==> config.mk <==
export PLATFORM = sky130hd
export DESIGN_NAME = file_signature_scanner
export DESIGN_NICKNAME = d
export VERILOG_FILES = /design/src/fss_pkg.sv /design/src/fss_matcher.sv /design/src/fss_out_buf.sv /design/src/file_signature_scanner.sv
export SDC_FILE = /design/constraint.sdc
export NUM_CORES = 1
export LEC_CHECK = 0
export BUFFER_PORTS_ARGS = -buffer_cell sky130_fd_sc_hd__buf_4
export CORE_ASPECT_RATIO = 1.75
export CORE_MARGIN = 2
export CORE_UTILIZATION = 35
export DETAILED_ROUTE_END_ITERATION = 8
export PLACE_DENSITY_LB_ADDON = 0.3
export SKIP_CTS_REPAIR_TIMING = 1
export SYNTH_ARGS = -nofsm -noshare
export SYNTH_HDL_FRONTEND = slang
export SYNTH_SLANG_ARGS = --single-unit
export TNS_END_PERCENT = 5
==> constraint.sdc <==
create_clock -name clk -period 38.6 [get_ports clk]
set_clock_uncertainty 0.05 [all_clocks]
set_input_delay 1.93 -clock clk [delete_from_list [all_inputs] [get_ports clk]]
set_output_delay 1.93 -clock clk [all_outputs]
set_load 0.05 [all_outputs]
==> src/fss_pkg.sv <==
// Shared types and signature tables for the file signature scanner.
package fss_pkg;

  localparam int NUM_SIGS    = 8;
  localparam int SIG_MAX_LEN = 16;
  localparam int AVAIL_W     = 5;
  localparam int TYPE_W      = 3;
  localparam int LIMIT_W     = 27;
  localparam int OFF_W       = 48;
  localparam int FLUSH_MAX   = 16;
  localparam int FLUSH_CNT_W = 5;

  localparam logic [7:0] MAX_HITS_RST = 8'd200;

  typedef enum logic [0:0] {
    REG_BASE_OFFSET = 1'b0,
    REG_MAX_HITS    = 1'b1
  } cfg_reg_t;

  typedef struct packed {
    logic               is_hit;
    logic [OFF_W-1:0]   hit_offset;
    logic [TYPE_W-1:0]  type_code;
    logic [LIMIT_W-1:0] size_limit;
    logic               last;
  } hit_rec_t;

  // jpeg, png, pdf, zip, elf, sqlite, gzip, macho; unused tail bytes are zero
  localparam logic [7:0] SIG_BYTES [NUM_SIGS][SIG_MAX_LEN] = '{
    '{8'hFF, 8'hD8, 8'hFF, 8'h00, 8'h00, 8'h00, 8'h00, 8'h00,
      8'h00, 8'h00, 8'h00, 8'h00, 8'h00, 8'h00, 8'h00, 8'h00},
    '{8'h89, 8'h50, 8'h4E, 8'h47, 8'h0D, 8'h0A, 8'h1A, 8'h0A,
      8'h00, 8'h00, 8'h00, 8'h00, 8'h00, 8'h00, 8'h00, 8'h00},
    '{8'h25, 8'h50, 8'h44, 8'h46, 8'h2D, 8'h00, 8'h00, 8'h00,
      8'h00, 8'h00, 8'h00, 8'h00, 8'h00, 8'h00, 8'h00, 8'h00},
    '{8'h50, 8'h4B, 8'h03, 8'h04, 8'h00, 8'h00, 8'h00, 8'h00,
      8'h00, 8'h00, 8'h00, 8'h00, 8'h00, 8'h00, 8'h00, 8'h00},
    '{8'h7F, 8'h45, 8'h4C, 8'h46, 8'h00, 8'h00, 8'h00, 8'h00,
      8'h00, 8'h00, 8'h00, 8'h00, 8'h00, 8'h00, 8'h00, 8'h00},
    '{8'h53, 8'h51, 8'h4C, 8'h69, 8'h74, 8'h65, 8'h20, 8'h66,
      8'h6F, 8'h72, 8'h6D, 8'h61, 8'h74, 8'h20, 8'h33, 8'h00},
    '{8'h1F, 8'h8B, 8'h00, 8'h00, 8'h00, 8'h00, 8'h00, 8'h00,
      8'h00, 8'h00, 8'h00, 8'h00, 8'h00, 8'h00, 8'h00, 8'h00},
    '{8'hCF, 8'hFA, 8'hED, 8'hFE, 8'h00, 8'h00, 8'h00, 8'h00,
      8'h00, 8'h00, 8'h00, 8'h00, 8'h00, 8'h00, 8'h00, 8'h00}
  };

  localparam logic [AVAIL_W-1:0] SIG_LEN [NUM_SIGS] = '{
    5'd3, 5'd8, 5'd5, 5'd4, 5'd4, 5'd16, 5'd2, 5'd4
  };

  localparam logic [LIMIT_W-1:0] SIG_LIMIT [NUM_SIGS] = '{
    27'd10485760, 27'd10485760, 27'd52428800, 27'd104857600,
    27'd20971520, 27'd52428800, 27'd52428800, 27'd20971520
  };

endpackage

==> src/fss_matcher.sv <==
// Compares the leading window bytes against all eight magic signatures.
module fss_matcher (
  input  logic [fss_pkg::SIG_MAX_LEN*8-1:0] win_bytes_i,
  input  logic [fss_pkg::AVAIL_W-1:0]       avail_i,
  output logic                              match_o,
  output logic [fss_pkg::TYPE_W-1:0]        type_code_o
);

  logic [fss_pkg::NUM_SIGS-1:0] sig_ok;

  always_comb begin
    for (int s = 0; s < fss_pkg::NUM_SIGS; s++) begin
      // a signature only counts when it lies wholly inside the valid bytes
      sig_ok[s] = (fss_pkg::SIG_LEN[s] <= avail_i);
      for (int b = 0; b < fss_pkg::SIG_MAX_LEN; b++) begin
        if ((fss_pkg::AVAIL_W'(b) < fss_pkg::SIG_LEN[s]) &&
            (win_bytes_i[b*8 +: 8] != fss_pkg::SIG_BYTES[s][b])) begin
          sig_ok[s] = 1'b0;
        end
      end
    end
  end

  always_comb begin
    match_o     = |sig_ok;
    type_code_o = '0;
    for (int s = fss_pkg::NUM_SIGS - 1; s >= 0; s--) begin
      if (sig_ok[s]) begin
        type_code_o = fss_pkg::TYPE_W'(s);
      end
    end
  end

endmodule

==> src/fss_out_buf.sv <==
// Two-entry skid buffer holding result records for the output channel.
module fss_out_buf (
  input  logic              clk,
  input  logic              rst_n,
  input  logic              push_i,
  input  fss_pkg::hit_rec_t push_rec_i,
  output logic              can_push_o,
  output logic              out_valid_o,
  input  logic              out_ready_i,
  output fss_pkg::hit_rec_t out_rec_o
);

  fss_pkg::hit_rec_t main_r;
  fss_pkg::hit_rec_t skid_r;
  logic              main_v_r;
  logic              skid_v_r;
  logic              pop;

  assign pop         = main_v_r && out_ready_i;
  assign can_push_o  = !skid_v_r;
  assign out_valid_o = main_v_r;
  assign out_rec_o   = main_r;

  always_ff @(posedge clk) begin
    if (!rst_n) begin
      main_v_r <= 1'b0;
      skid_v_r <= 1'b0;
    end else if (skid_v_r) begin
      // refill the output stage from the skid stage
      if (pop) begin
        main_r   <= skid_r;
        skid_v_r <= 1'b0;
      end
    end else if (push_i) begin
      if (!main_v_r || pop) begin
        main_r   <= push_rec_i;
        main_v_r <= 1'b1;
      end else begin
        skid_r   <= push_rec_i;
        skid_v_r <= 1'b1;
      end
    end else if (pop) begin
      main_v_r <= 1'b0;
    end
  end

endmodule

==> src/file_signature_scanner.sv <==
// Top level: byte stream magic-number scanner with look-ahead window.
//
// Usage: raw device bytes enter on the in_ channel, one per request, with
// in_tlast on the final byte of a scanned region. Each hit leaves on the
// out_ channel as a record (offset, type code, carve limit), in offset
// order; out_tuser flags a real hit, out_tlast marks the end of a scan.
// base_offset and max_hits are written on the cfg_ port between scans.
// Throughput: one byte per cycle while streaming, unless the output buffer
// is full. A position is tested as soon as WINDOW_BYTES bytes from it are
// buffered; its record is pushed to the output buffer in the cycle that
// accepts the byte completing the window. End of stream: after the in_tlast
// byte a separate flush matcher walks the window one slot per cycle while
// the buffer has room, and in_tready stays low until the closing record
// is pushed: the last pending hit, or an empty record, with out_tlast set.
// A stalled receiver fills the two-entry output buffer, which then drops
// in_tready and holds the flush walk; no record is lost.
// Reset (rst_n low, synchronous) empties the window and the buffer, clears
// position and hit count and sets base_offset to 0 and max_hits to 200.
module file_signature_scanner #(
  parameter int WINDOW_BYTES = 16,
  parameter int OFFSET_BITS  = 48
) (
  input  logic        clk,
  input  logic        rst_n,
  input  logic        in_tvalid,
  output logic        in_tready,
  input  logic [7:0]  in_tdata,   // [7:0] data_byte
  input  logic        in_tlast,   // end_of_stream
  output logic        out_tvalid,
  input  logic        out_tready,
  output logic [79:0] out_tdata,  // [47:0] hit_offset, [50:48] type_code,
                                  // [77:51] size_limit, [79:78] zero
  output logic        out_tuser,  // [0] is_hit
  output logic        out_tlast,  // last
  input  logic        cfg_we,
  input  logic [0:0]  cfg_index,
  input  logic [47:0] cfg_wdata
);

  localparam int FillW = $clog2(WINDOW_BYTES + 1);
  localparam int SlotW = $clog2(WINDOW_BYTES);

  logic [47:0]             base_offset_r;
  logic [7:0]              max_hits_r;
  logic [7:0]              window_r   [WINDOW_BYTES];
  logic [7:0]              window_nxt [WINDOW_BYTES];
  logic [7:0]              cand       [WINDOW_BYTES];
  logic [FillW-1:0]        fill_r, fill_nxt;
  logic [OFFSET_BITS-1:0]  pos_r, pos_nxt, pos_inc, off_sum;
  logic [7:0]              hits_r, hits_nxt;
  logic                    flushing_r, flushing_nxt;
  logic                    pend_v_r, pend_v_nxt;
  fss_pkg::hit_rec_t       pend_r, pend_nxt;
  logic [fss_pkg::FLUSH_CNT_W-1:0] femit_r, femit_nxt;

  logic [fss_pkg::SIG_MAX_LEN*8-1:0] norm_bytes, flush_bytes;
  logic [fss_pkg::AVAIL_W-1:0]       flush_avail;
  logic                              norm_match, flush_match;
  logic [fss_pkg::TYPE_W-1:0]        norm_type, flush_type, sel_type;
  fss_pkg::hit_rec_t                 hit_rec, push_rec, out_rec;
  logic                              push, can_push, in_acc, norm_full;
  logic                              cap_ok, flush_hit_ok;

  assign in_tready = !flushing_r && can_push;
  assign in_acc    = in_tvalid && in_tready;
  assign norm_full = (fill_r == FillW'(WINDOW_BYTES - 1));
  assign cap_ok    = (hits_r < max_hits_r);
  assign pos_inc   = (pos_r != '1) ? pos_r + OFFSET_BITS'(1) : pos_r;
  assign off_sum   = pos_r + OFFSET_BITS'(base_offset_r);

  // window with the incoming byte placed at the fill point
  always_comb begin
    for (int i = 0; i < WINDOW_BYTES; i++) begin
      cand[i] = window_r[i];
    end
    cand[fill_r[SlotW-1:0]] = in_tdata;
  end

  always_comb begin
    for (int b = 0; b < fss_pkg::SIG_MAX_LEN; b++) begin
      norm_bytes[b*8 +: 8]  = cand[b];
      flush_bytes[b*8 +: 8] = window_r[b];
    end
    if (fill_r >= FillW'(fss_pkg::SIG_MAX_LEN)) begin
      flush_avail = fss_pkg::AVAIL_W'(fss_pkg::SIG_MAX_LEN);
    end else begin
      flush_avail = fss_pkg::AVAIL_W'(fill_r);
    end
  end

  fss_matcher u_norm_match (
    .win_bytes_i (norm_bytes),
    .avail_i     (fss_pkg::AVAIL_W'(fss_pkg::SIG_MAX_LEN)),
    .match_o     (norm_match),
    .type_code_o (norm_type)
  );

  fss_matcher u_flush_match (
    .win_bytes_i (flush_bytes),
    .avail_i     (flush_avail),
    .match_o     (flush_match),
    .type_code_o (flush_type)
  );

  assign sel_type     = flushing_r ? flush_type : norm_type;
  assign flush_hit_ok = flush_match && cap_ok &&
                        (femit_r < fss_pkg::FLUSH_CNT_W'(fss_pkg::FLUSH_MAX));

  always_comb begin
    hit_rec            = '0;
    hit_rec.is_hit     = 1'b1;
    hit_rec.hit_offset = fss_pkg::OFF_W'(off_sum);
    hit_rec.type_code  = sel_type;
    hit_rec.size_limit = fss_pkg::SIG_LIMIT[sel_type];
  end

  always_comb begin
    window_nxt   = window_r;
    fill_nxt     = fill_r;
    pos_nxt      = pos_r;
    hits_nxt     = hits_r;
    flushing_nxt = flushing_r;
    pend_v_nxt   = pend_v_r;
    pend_nxt     = pend_r;
    femit_nxt    = femit_r;
    push         = 1'b0;
    push_rec     = hit_rec;
    if (flushing_r) begin
      if (can_push) begin
        if (fill_r != '0) begin
          // test the oldest slot, keep its hit pending until the next one
          if (flush_hit_ok) begin
            push       = pend_v_r;
            push_rec   = pend_r;
            pend_nxt   = hit_rec;
            pend_v_nxt = 1'b1;
            hits_nxt   = hits_r + 8'd1;
            femit_nxt  = femit_r + fss_pkg::FLUSH_CNT_W'(1);
          end
          for (int i = 0; i < WINDOW_BYTES - 1; i++) begin
            window_nxt[i] = window_r[i + 1];
          end
          fill_nxt = fill_r - FillW'(1);
          pos_nxt  = pos_inc;
        end else begin
          push = 1'b1;
          if (pend_v_r) begin
            push_rec = pend_r;
          end else begin
            push_rec = '0;
          end
          push_rec.last = 1'b1;
          flushing_nxt  = 1'b0;
          pend_v_nxt    = 1'b0;
          fill_nxt      = '0;
          pos_nxt       = '0;
          hits_nxt      = '0;
          femit_nxt     = '0;
        end
      end
    end else if (in_acc) begin
      if (in_tlast) begin
        window_nxt   = cand;
        fill_nxt     = fill_r + FillW'(1);
        flushing_nxt = 1'b1;
      end else if (norm_full) begin
        push = norm_match && cap_ok;
        if (push) begin
          hits_nxt = hits_r + 8'd1;
        end
        for (int i = 0; i < WINDOW_BYTES - 1; i++) begin
          window_nxt[i] = cand[i + 1];
        end
        pos_nxt = pos_inc;
      end else begin
        window_nxt = cand;
        fill_nxt   = fill_r + FillW'(1);
      end
    end
  end

  always_ff @(posedge clk) begin
    window_r <= window_nxt;
    pend_r   <= pend_nxt;
    if (!rst_n) begin
      fill_r     <= '0;
      pos_r      <= '0;
      hits_r     <= '0;
      flushing_r <= 1'b0;
      pend_v_r   <= 1'b0;
      femit_r    <= '0;
    end else begin
      fill_r     <= fill_nxt;
      pos_r      <= pos_nxt;
      hits_r     <= hits_nxt;
      flushing_r <= flushing_nxt;
      pend_v_r   <= pend_v_nxt;
      femit_r    <= femit_nxt;
    end
  end

  always_ff @(posedge clk) begin
    if (!rst_n) begin
      base_offset_r <= '0;
      max_hits_r    <= fss_pkg::MAX_HITS_RST;
    end else if (cfg_we) begin
      unique case (cfg_index)
        fss_pkg::REG_BASE_OFFSET: base_offset_r <= cfg_wdata;
        fss_pkg::REG_MAX_HITS:    max_hits_r    <= cfg_wdata[7:0];
        default: ;
      endcase
    end
  end

  fss_out_buf u_out_buf (
    .clk         (clk),
    .rst_n       (rst_n),
    .push_i      (push),
    .push_rec_i  (push_rec),
    .can_push_o  (can_push),
    .out_valid_o (out_tvalid),
    .out_ready_i (out_tready),
    .out_rec_o   (out_rec)
  );

  assign out_tdata = {2'b00, out_rec.size_limit, out_rec.type_code, out_rec.hit_offset};
  assign out_tuser = out_rec.is_hit;
  assign out_tlast = out_rec.last;

  a_eos_starts_flush: assert property (@(posedge clk) disable iff (!rst_n)
    (in_tvalid && in_tready && in_tlast) |=> flushing_r)
    else $error("end-of-stream byte did not start the flush");

  a_fill_bound: assert property (@(posedge clk) disable iff (!rst_n)
    !flushing_r |-> (fill_r < FillW'(WINDOW_BYTES)))
    else $error("window overfilled outside flush");

  a_ready_when_empty: assert property (@(posedge clk) disable iff (!rst_n)
    (!out_tvalid && !flushing_r) |-> in_tready)
    else $error("input stalled with empty output buffer");

endmodule
==> results.md, run 1 <==
- Status: complete, no violations
- Hold WC Path Type: flop to flop
- Pin count of the biggest net entering global routing: 84
- Post-route insts no fill: 3527
- Final Net Count: 2695
- Die height: between 300 and 400 um
- Worst Hold End: max_hits_r[4]
- Syn Area/Cell: 10.03 sq um
- Met3 Track Usage GR: under 10%
- Synth Flop Type: edfxtp_1
- Routing usage on met1: 24.95%
- Mapped Area: 0.02534 sq mm
- Starting density of the core: 35.33%
- Setup TNS: 0 ns
- Worst-path maximum fanout: slightly below 60
- Via density: approximately 6
- Post-Route WL: between 90000 and 100000 um
- FF-to-FF path depth: 13
- Area share of fa/ha/maj cells after synthesis: 3.338%
- GR Layer Usage met2: 45.27%
- Routed Antenna Nets: 0
- Int Power: approximately 0.84 mW
- P_leak: 11.11 nW
- Library cells used by synthesis: 91
- Cells after DPL: approximately 3400
- CTS Sinks: 429
- Clock tree buffer depth: 3
- Critical path arrival: 6.06 ns
- Residual DRC: 0
- Max_slew headroom: 4.778%
- Synth Register Bits: 429
- Post-synthesis sequential area ratio: 45.86%
- Final period utilization: 15.24%
- Critical path required time: approximately 39 ns
- Mapped Cells: between 2000 and 3000
- Mux contribution to synthesized area: 9.273%
- Initial antenna violation count: 0
- Die W: 207.4 um
- Area growth syn-to-layout: 12.04%
- Final Wtd Congestion: 1.034
- Cell Rows: 130
- Worst slew pin tran: 1.425 ns
- Ratio of cells with drive above 1 in the final layout: 14.88%
- Tmin final: 5.881 ns
- Sequential share of power: 47.2%
- Vias in the first global route: 21520
- Number of synthesized flops with an enable pin: 303
- Clock insertion delay at the later pin of the skew report: 0.61 ns
- GR Overflow Total: 0
- Yosys top cell by area: edfxtp_1
- Pre-antenna DRT Iters: 8
- H-tree levels: 2
- Count leader, synth: nand2_1
- Clock slew at reported path FFs: roughly 0.06 ns
- Worst Hold Depth: 2
- Synth Area in XOR/XNOR: 2.903%
- Hold Violations, Final: 0
- Die area: 0.07465 sq mm
- Max-slew violations: 0
- RSZ-0062 raised after global routing: false
- Core Region: 0.07173 sq mm
- Sw Share: 32.72%
- Final HPWL DP: approximately 70000 um
- PortBufs: 123
- Max frequency: 170.0 MHz
- Setup slack, reg-to-reg: 32.72 ns
- Top post-synthesis cells by count: 312 x nand2_1, 303 x edfxtp_1, 154 x nor2_1
- Synth warn: 0
- Share of the synthesized area in the top cell type: 35.91%
- PD cells: 43.88 mW/mm^2
- GR peak layer: met2
- Switching pwr: 0.4077 mW
- RR Endpoint: u_out_buf.skid_r[78]
- Max cap viols: 0
- Logic pwr share: around 18%
- WS Path Type: flop to flop
- Max rail drop VDD: 0.03582 mV
- Routed len/inst: 27.12 um
- Gr usage total: 24.89%
- Critical Path Source Type: flop
- Top post-synthesis cells by area: edfxtp_1 36%, dfxtp_1 10%, mux2_2 4.7%
- CP Capture Type: flop
- Total CTS buffers: 44
- Largest family of logic cells by synthesized area: simple AND/OR/NAND/NOR gates
- R2R Path Start: fill_r[0]
- Compound-Gate Fraction of Synth Area: 14.59%
- I/O pin cnt: around 150
- Synth async-reset ratio: 0%
- Hold Crit Start: max_hits_r[4]
- Simple-Gate Fraction of Synth Area: roughly 20%
- Vias: 21380
- First-pass GRT wire length: 140100 um
- CTS tree: done
- Final setup viols: 0
- Clk pwr share: 34.5%
- Clk root buf: clkbuf_16
- Iter 0 DRT Violations: ~1700
layout by cell type (no fill, tap or decap), types with 37 or more instances in the layout:
| cell type | n |
|---|---|
| nand3_1 | 54 |
| inv_1 | 75 |
| nor4_1 | 45 |
| buf_4 | 153 |
| a21o_1 | 57 |
| xnor2_1 | 37 |
| clkbuf_16 | 44 |
| dfxtp_1 | 125 |
| o221ai_1 | 70 |
| nand2_1 | 311 |
| nor2_1 | 154 |
| and3_1 | 44 |
| edfxtp_1 | 303 |
| xor2_1 | 47 |
| nand4_1 | 60 |
| mux2i_1 | 114 |
| a21oi_1 | 140 |
| mux2_2 | 105 |
| ha_1 | 66 |
| o21ai_0 | 72 |
layout make-up:
| type | instances | area [sq um] |
|---|---|---|
| multi-input combinational | 1859 | 12770 |
| sequential | 429 | 11620 |
| inverter | 78 | 292.8 |
| clock buffer | 58 | 1187 |
| clock inverter | 24 | 206.4 |
| fill | 7024 | 43340 |
| antenna | 2 | 5.005 |
| timing repair buffer | 153 | 1149 |
| tap | 924 | 1156 |
sequential cells by signal, indices dropped and copies added, names as in the netlist, 8 cells and up:
name,cells
pos_r,48
u_out_buf.skid_r,59
hits_r,8
base_offset_r,48
pend_r,57
max_hits_r,8
flush_bytes,128
u_out_buf.out_rec_o,59
metal layers:
| layer | routed length, um | share of wire, % |
|---|---|---|
| met1 | 32450 | 34 |
| met2 | 49020 | 51 |
| met3 | 5132 | 5.4 |
| met4 | 9055 | 9.5 |
| met5 | 0 | 0 |
how the worst max path moves through the flow:
stage	slack, ns	cells after the start	startpoint	to
finish	32.72	13	fill_r[0]	u_out_buf.skid_r[78]
global route	32.35	12	fill_r[1]	u_out_buf.skid_r[78]
CTS	32.81	14	fill_r[1]	u_out_buf.skid_r[78]
detailed placement	32.34	11	in_tdata[3]	u_out_buf.skid_r[77]
global placement	32.32	11	in_tdata[3]	u_out_buf.skid_r[75]
floorplan	25.50	4	in_tvalid	hits_r[0]
worst max-delay path: stages (launching register included):
cell and delay, ns:
dfxtp_1 0.39, inv_1 0.16, ha_1 0.42, nand3b_1 0.69, mux2i_1 0.87, or4bb_1 0.45
nor4_1 0.26, nand4_1 0.43, o211ai_4 0.37, o31ai_1 0.13, o211ai_1 0.19, nand2_1 0.14
nor3_2 0.16, buf_4 0.69
cells by family (layout without fill, tap and decap cells):
logic type / after synthesis / in the layout
XOR/XNOR: 84 / 84
buffers and inverters: 260 / 313
adder cells (fa/ha/maj): 67 / 67
AO/OA/AOI/OAI: 525 / 525
multiplexers: 221 / 221
AND/OR/NAND/NOR: 939 / 939
flip-flops: 429 / 429
other: 1 / 25
metrics by stage:
step	worst slack [ns]	hold WS (ns)	cell area [sq um]	power [mW]	utilization, %
floorplan	25.50	0.3863	25420	0.7156	-
global placement	32.32	0.3988	26990	0.8155	37.63
detailed placement	32.34	0.4003	26990	0.8172	37.63
CTS	32.81	0.4085	28390	1.246	39.57
global route	32.35	0.4317	28390	1.284	39.57
finish	32.72	0.4074	28390	1.246	39.58
power by group through the flow:
stage | Clock [mW] | Combinational (mW) | Sequential [mW]
6_report | 0.430 | 0.228 | 0.588
5_1_grt | 0.455 | 0.240 | 0.588
4_1_cts | 0.438 | 0.223 | 0.585
3_5_place_dp | 0 | 0.222 | 0.595
3_3_place_gp | 0 | 0.221 | 0.595
2_1_floorplan | 0 | 0.142 | 0.574
Note: power is estimated with default switching activity, not from simulation.
==> run 2: changes to the inputs <==
- clock period: 38.6 -> 6.1 ns (I/O delays scaled with it)
==> results.md, run 2 (synthesis gave the netlist of run 1 again) <==
- Post-route insts no fill: 3606
- Ratio of cells with drive above 1 in the final layout: 15.59%
- Core Region: just over 0.07 sq mm
- Hold Crit Start: cfg_wdata[47]
- Die area: between 0.07 and 0.08 sq mm
- Pin count of the biggest net entering global routing: 121
- RSZ-0062 raised after global routing: false
- R2R Path Start: fill_r[0]
- Post-Route WL: 99580 um
- Routed len/inst: roughly 28 um
- Status: complete, no violations
- Routed Antenna Nets: 0
- Die W: 207.4 um
- WHS: 0.003566 ns
- Clock insertion delay at the later pin of the skew report: 0.61 ns
- Final Net Count: 2778
- Hold WC Path Type: input pin to flop
- Residual DRC: 0
- Max cap viols: 0
- Final setup viols: 0
- FF-to-FF path depth: 15
- Max rail drop VDD: between 0.1 and 0.15 mV
- Final core utilization: 40.87%
- Register area: approximately 0.012 sq mm
- Max reg flops: 128
- Critical path arrival: a little under 6 ns
- CP Cell Sequence: inv_1, ha_1, nand3_2, mux2i_1, or4bb_1, or4_1, or4_4, nor2_1, nor4bb_1, a31oi_1, ha_1, inv_1, mux2i_1, a21o_1, mux2_2
- Worst slew pin tran: 1.283 ns
- Max frequency: about 180 MHz
- Setup slack, reg-to-reg: approximately 0.59 ns
- Total CTS buffers: 42
- Pre-antenna DRT Iters: 7
- Setup WS pre-CTS: 0.7661 ns
- H-tree levels: 2
- Die height: 360.0 um
- Iter 0 DRT Violations: 1953
- Clock slew at reported path FFs: roughly 0.060 ns
- CP Capture Type: flop
- Final worst-path setup slack: 0.5914 ns
- WS Path Type: flop to flop
- Critical path required time: 6.40 ns
- Cells after DPL: 3475
- Worst Hold Depth: 3
- CTS tree: done
- Gr usage total: 25.82%
- I/O pin cnt: 147
- Multi-input logic area: 0.01278 sq mm
- Starting density of the core: 35.33%
- Critical Path Max Stage Delay: 0.67 ns
- Vias: 21860
- Critical Path Source Type: flop
- Clk root buf: clkbuf_16
- Worst-path maximum fanout: 9
- P_leak: 11.53 nW
- Worst Hold End: base_offset_r[47]
- Hold Violations, Final: 0
- CTS Sinks: 429
- Final period utilization: 90.31%
- Setup TNS: 0 ns
- Tmin final: ~5.5 ns
- PD cells: 277.9 mW/mm^2
- Most common cell after layout, fill and taps aside: nand2_1
- Cell Rows: 130
- RR Endpoint: u_out_buf.out_rec_o[22]
- Layout fillers: 6912
- Final Wtd Congestion: 1.064
- GR Overflow Total: 0
- PortBufs: 123
- Most frequent cells in the layout: 311 x nand2_1, 303 x edfxtp_1, 180 x buf_4, 154 x nor2_1, 140 x a21oi_1
- Clock tree buffer depth: 3
- Max_slew headroom: 13.28%
- Area growth syn-to-layout: 15.68%
- Final HPWL DP: slightly above 70000 um
- Vias in the first global route: 22000
- Critical-path top delay cell: mux2i_1
- Max-slew violations: 0
- Via density: 6.063
- First-pass GRT wire length: 144200 um
- Initial antenna violation count: 4
## run 2: where the power goes
group | total, mW | internal (mW) | switching (mW) | leakage [nW]
Clock | 2.86 | 1.65 | 1.22 | 0.716
Combinational | 1.56 | 0.512 | 1.05 | 6.86
Sequential | 3.72 | 3.37 | 0.349 | 3.96
Total | 8.14 | 5.53 | 2.61 | 11.5
## run 2: critical path, delay by kind of cell (launching register included)
family	cells	cell delay, ns
AO/OA/AOI/OAI	2	0.64
flip-flops	1	0.52
adder cells (fa/ha/maj)	2	0.70
AND/OR/NAND/NOR	6	2.04
multiplexers	3	1.03
buffers and inverters	2	0.26
## run 2: metrics by stage
step	power [mW]	cell area, sq um
CTS	8.093	28780
global route	8.364	29310
global placement	5.225	27300
detailed placement	5.226	27300
floorplan	4.511	25440
finish	8.145	29310
## run 2: final cells by class
| cell class | count | area share [%] |
|---|---|---|
| antenna | 1 | 0.008537 |
| clock buffer | 48 | 3.769 |
| clock inverter | 29 | 1.281 |
| inverter | 78 | 0.9988 |
| multi-input combinational | 1859 | 43.59 |
| sequential | 429 | 39.66 |
| tap | 924 | 3.944 |
| timing repair buffer | 238 | 6.753 |
## run 2: worst max-delay path by stage
| stage | startpoint | endpoint | slack (ns) | depth (start not counted) |
|---|---|---|---|---|
| finish | fill_r[0] | u_out_buf.out_rec_o[22] | 0.59 | 15 |
| global route | fill_r[0] | u_out_buf.out_rec_o[22] | 0.39 | 14 |
| CTS | fill_r[0] | u_out_buf.out_rec_o[23] | 0.76 | 16 |
| detailed placement | fill_r[0] | u_out_buf.out_rec_o[23] | 0.77 | 16 |
| global placement | fill_r[1] | u_out_buf.out_rec_o[23] | 0.91 | 15 |
| floorplan | flush_bytes[13] | pend_r[22] | -0.89 | 7 |
## run 2: metal layers
| layer | GRT usage (%) | wire length (um) | vias up | part of all wire (%) |
|---|---|---|---|---|
| li1 | - | - | 9774 | - |
| met1 | 24.39 | 32360 | 10620 | 32 |
| met2 | 47.22 | 51050 | 1052 | 51 |
| met3 | 5.077 | 5964 | 415 | 6.0 |
| met4 | 22.44 | 10190 | 4 | 10 |
| met5 | 0 | 21 | - | 0.021 |
==> run 3: changes to the inputs <==
- CORE_UTILIZATION: 35 -> 45
==> results.md, run 3 (synthesis gave the netlist of run 1 again) <==
- Initial antenna violation count: 4
- WS Path Type: flop to flop
- PD cells: between 200 and 300 mW/mm^2
- Max_slew headroom: 9.495%
- Cell Rows: ~120
- Clk root buf: clkbuf_16
- Critical Path Max Stage Delay: 0.63 ns
- Clock insertion delay at the later pin of the skew report: roughly 0.6 ns
- Critical path required time: 6.40 ns
- Pre-antenna DRT Iters: 9
- Setup slack, reg-to-reg: 0.58 ns
- Post-Route WL: between 90000 and 100000 um
- Core Region: 0.05597 sq mm
- Int Power: 5.496 mW
- Sequential share of power: 46.3%
- Area growth syn-to-layout: 14.48%
- Routed len/inst: 27.81 um
- CP Capture Type: flop
- Hold Violations, Final: 1
- Status: finished, violations left
- Most frequent cells in the layout: 311 x nand2_1, 303 x edfxtp_1, 182 x buf_4, 154 x nor2_1, 140 x a21oi_1
- Pin count of the biggest net entering global routing: between 100 and 150
- Vias in the first global route: 21660
- Setup TNS: 0 ns
- Starting density of the core: 45.27%
- Cells after DPL: 3254
- Logic pwr share: 18.9%
- Routed Antenna Nets: 0
- I/O pin cnt: 147
- Critical path arrival: 5.82 ns
- H-tree levels: 2
- Final setup viols: 0
- Final HPWL DP: 67050 um
- Final Wtd Congestion: 1.079
- Most common cell after layout, fill and taps aside: nand2_1
- Die height: 317.9 um
- Sw Share: 31.87%
- Die area: 0.05830 sq mm
- Register area: 0.01162 sq mm
- Clock tree buffer depth: 3
- Critical-path top delay cell: mux2i_1
- Max reg flops: 128
- Hold WC Path Type: input pin to flop
- Iter 0 DRT Violations: about 1900
- Max rail drop VDD: 0.2732 mV
- FF-to-FF path depth: 16
- Final Net Count: 2779
- Critical Path Source Type: flop
- Tmin final: 5.523 ns
- WHS: -0.008448 ns
- PortBufs: 123
- Via density: 6.490
- Layout fillers: 5009
- Max cap viols: 0
- Max frequency: 181.1 MHz
- Max-slew violations: 0
- CTS Sinks: 429
- Multi-input logic area: 0.01278 sq mm
- Total CTS buffers: 42
- Vias: 22000
- Worst-path maximum fanout: 9
- Post-route insts no fill: between 3000 and 4000
- Clk pwr share: 34.8%
- Clock slew at reported path FFs: about 0.07 ns
- Design Power: between 8 and 9 mW
- Setup WS pre-CTS: 0.7447 ns
- Switching pwr: roughly 2.6 mW
- Worst slew pin tran: roughly 1.3 ns
- Worst Hold Depth: 3
- CTS tree: done
- GR Overflow Total: 0
- Failing checks: hold timing
- Gr usage total: 31.83%
- P_leak: 11.52 nW
- Ratio of cells with drive above 1 in the final layout: 15.51%
- Residual DRC: 0
- Final worst-path setup slack: 0.5772 ns
- Final period utilization: 90.54%
- First-pass GRT wire length: 138100 um
- CP Cell Sequence: inv_1, ha_1, nand3_2, buf_4, mux2i_1, or4bb_1, or4_1, or4_4, nor2_1, nor4bb_1, a31oi_1, ha_1, inv_1, mux2_4, a21o_1, mux2_2
- Die W: 183.4 um
- RSZ-0062 raised after global routing: false
-- run 3: final cells by class --
type	instances	area share, %
inverter	78	1.009
timing repair buffer	239	6.815
antenna	5	0.04313
tap	702	3.028
clock inverter	20	0.9403
clock buffer	58	4.046
multi-input combinational	1859	44.05
sequential	429	40.07
-- run 3: worst paths after layout --
path / endpoint / from
setup / recovery: u_out_buf.out_rec_o[23] / fill_r[0]
hold / removal: flushing_r / in_tvalid
setup reg to reg: u_out_buf.out_rec_o[23] / fill_r[0]
hold reg to reg: max_hits_r[4] / max_hits_r[4]
-- run 3: power by group through the flow --
| stage | clock network, mW | registers, mW | logic, mW |
|---|---|---|---|
| global route | 2.95 | 3.73 | 1.60 |
| floorplan | 0 | 3.61 | 0.900 |
| global placement | 0 | 3.76 | 1.43 |
| finish | 2.81 | 3.73 | 1.53 |
| detailed placement | 0 | 3.76 | 1.43 |
| CTS | 2.85 | 3.70 | 1.44 |
-- run 3: critical path: cells and delay by family, from the launching register on --
kind	cells	cell delay [ns]
buffers and inverters	3	0.42
muxes	3	1.17
adders and majority gates	2	0.57
AOI/OAI and AO/OA	2	0.57
DFF	1	0.51
and+or+nand+nor	6	1.98
-- run 3: stage by stage --
step	utilization, %	instance area [sq um]
2_1_floorplan	-	25440
3_3_place_gp	48.27	27020
3_5_place_dp	48.27	27020
4_1_cts	50.86	28470
5_1_grt	51.81	29000
6_report	51.83	29010
-- run 3: metal layers --
metal | GRT usage (%) | vias up | wire length, um
li1 | - | 9780 | -
met1 | 31.52 | 10580 | 30480
met2 | 55.66 | 1187 | 47600
met3 | 6.860 | 456 | 6454
met4 | 27.45 | 2 | 9721
met5 | 0 | - | 13
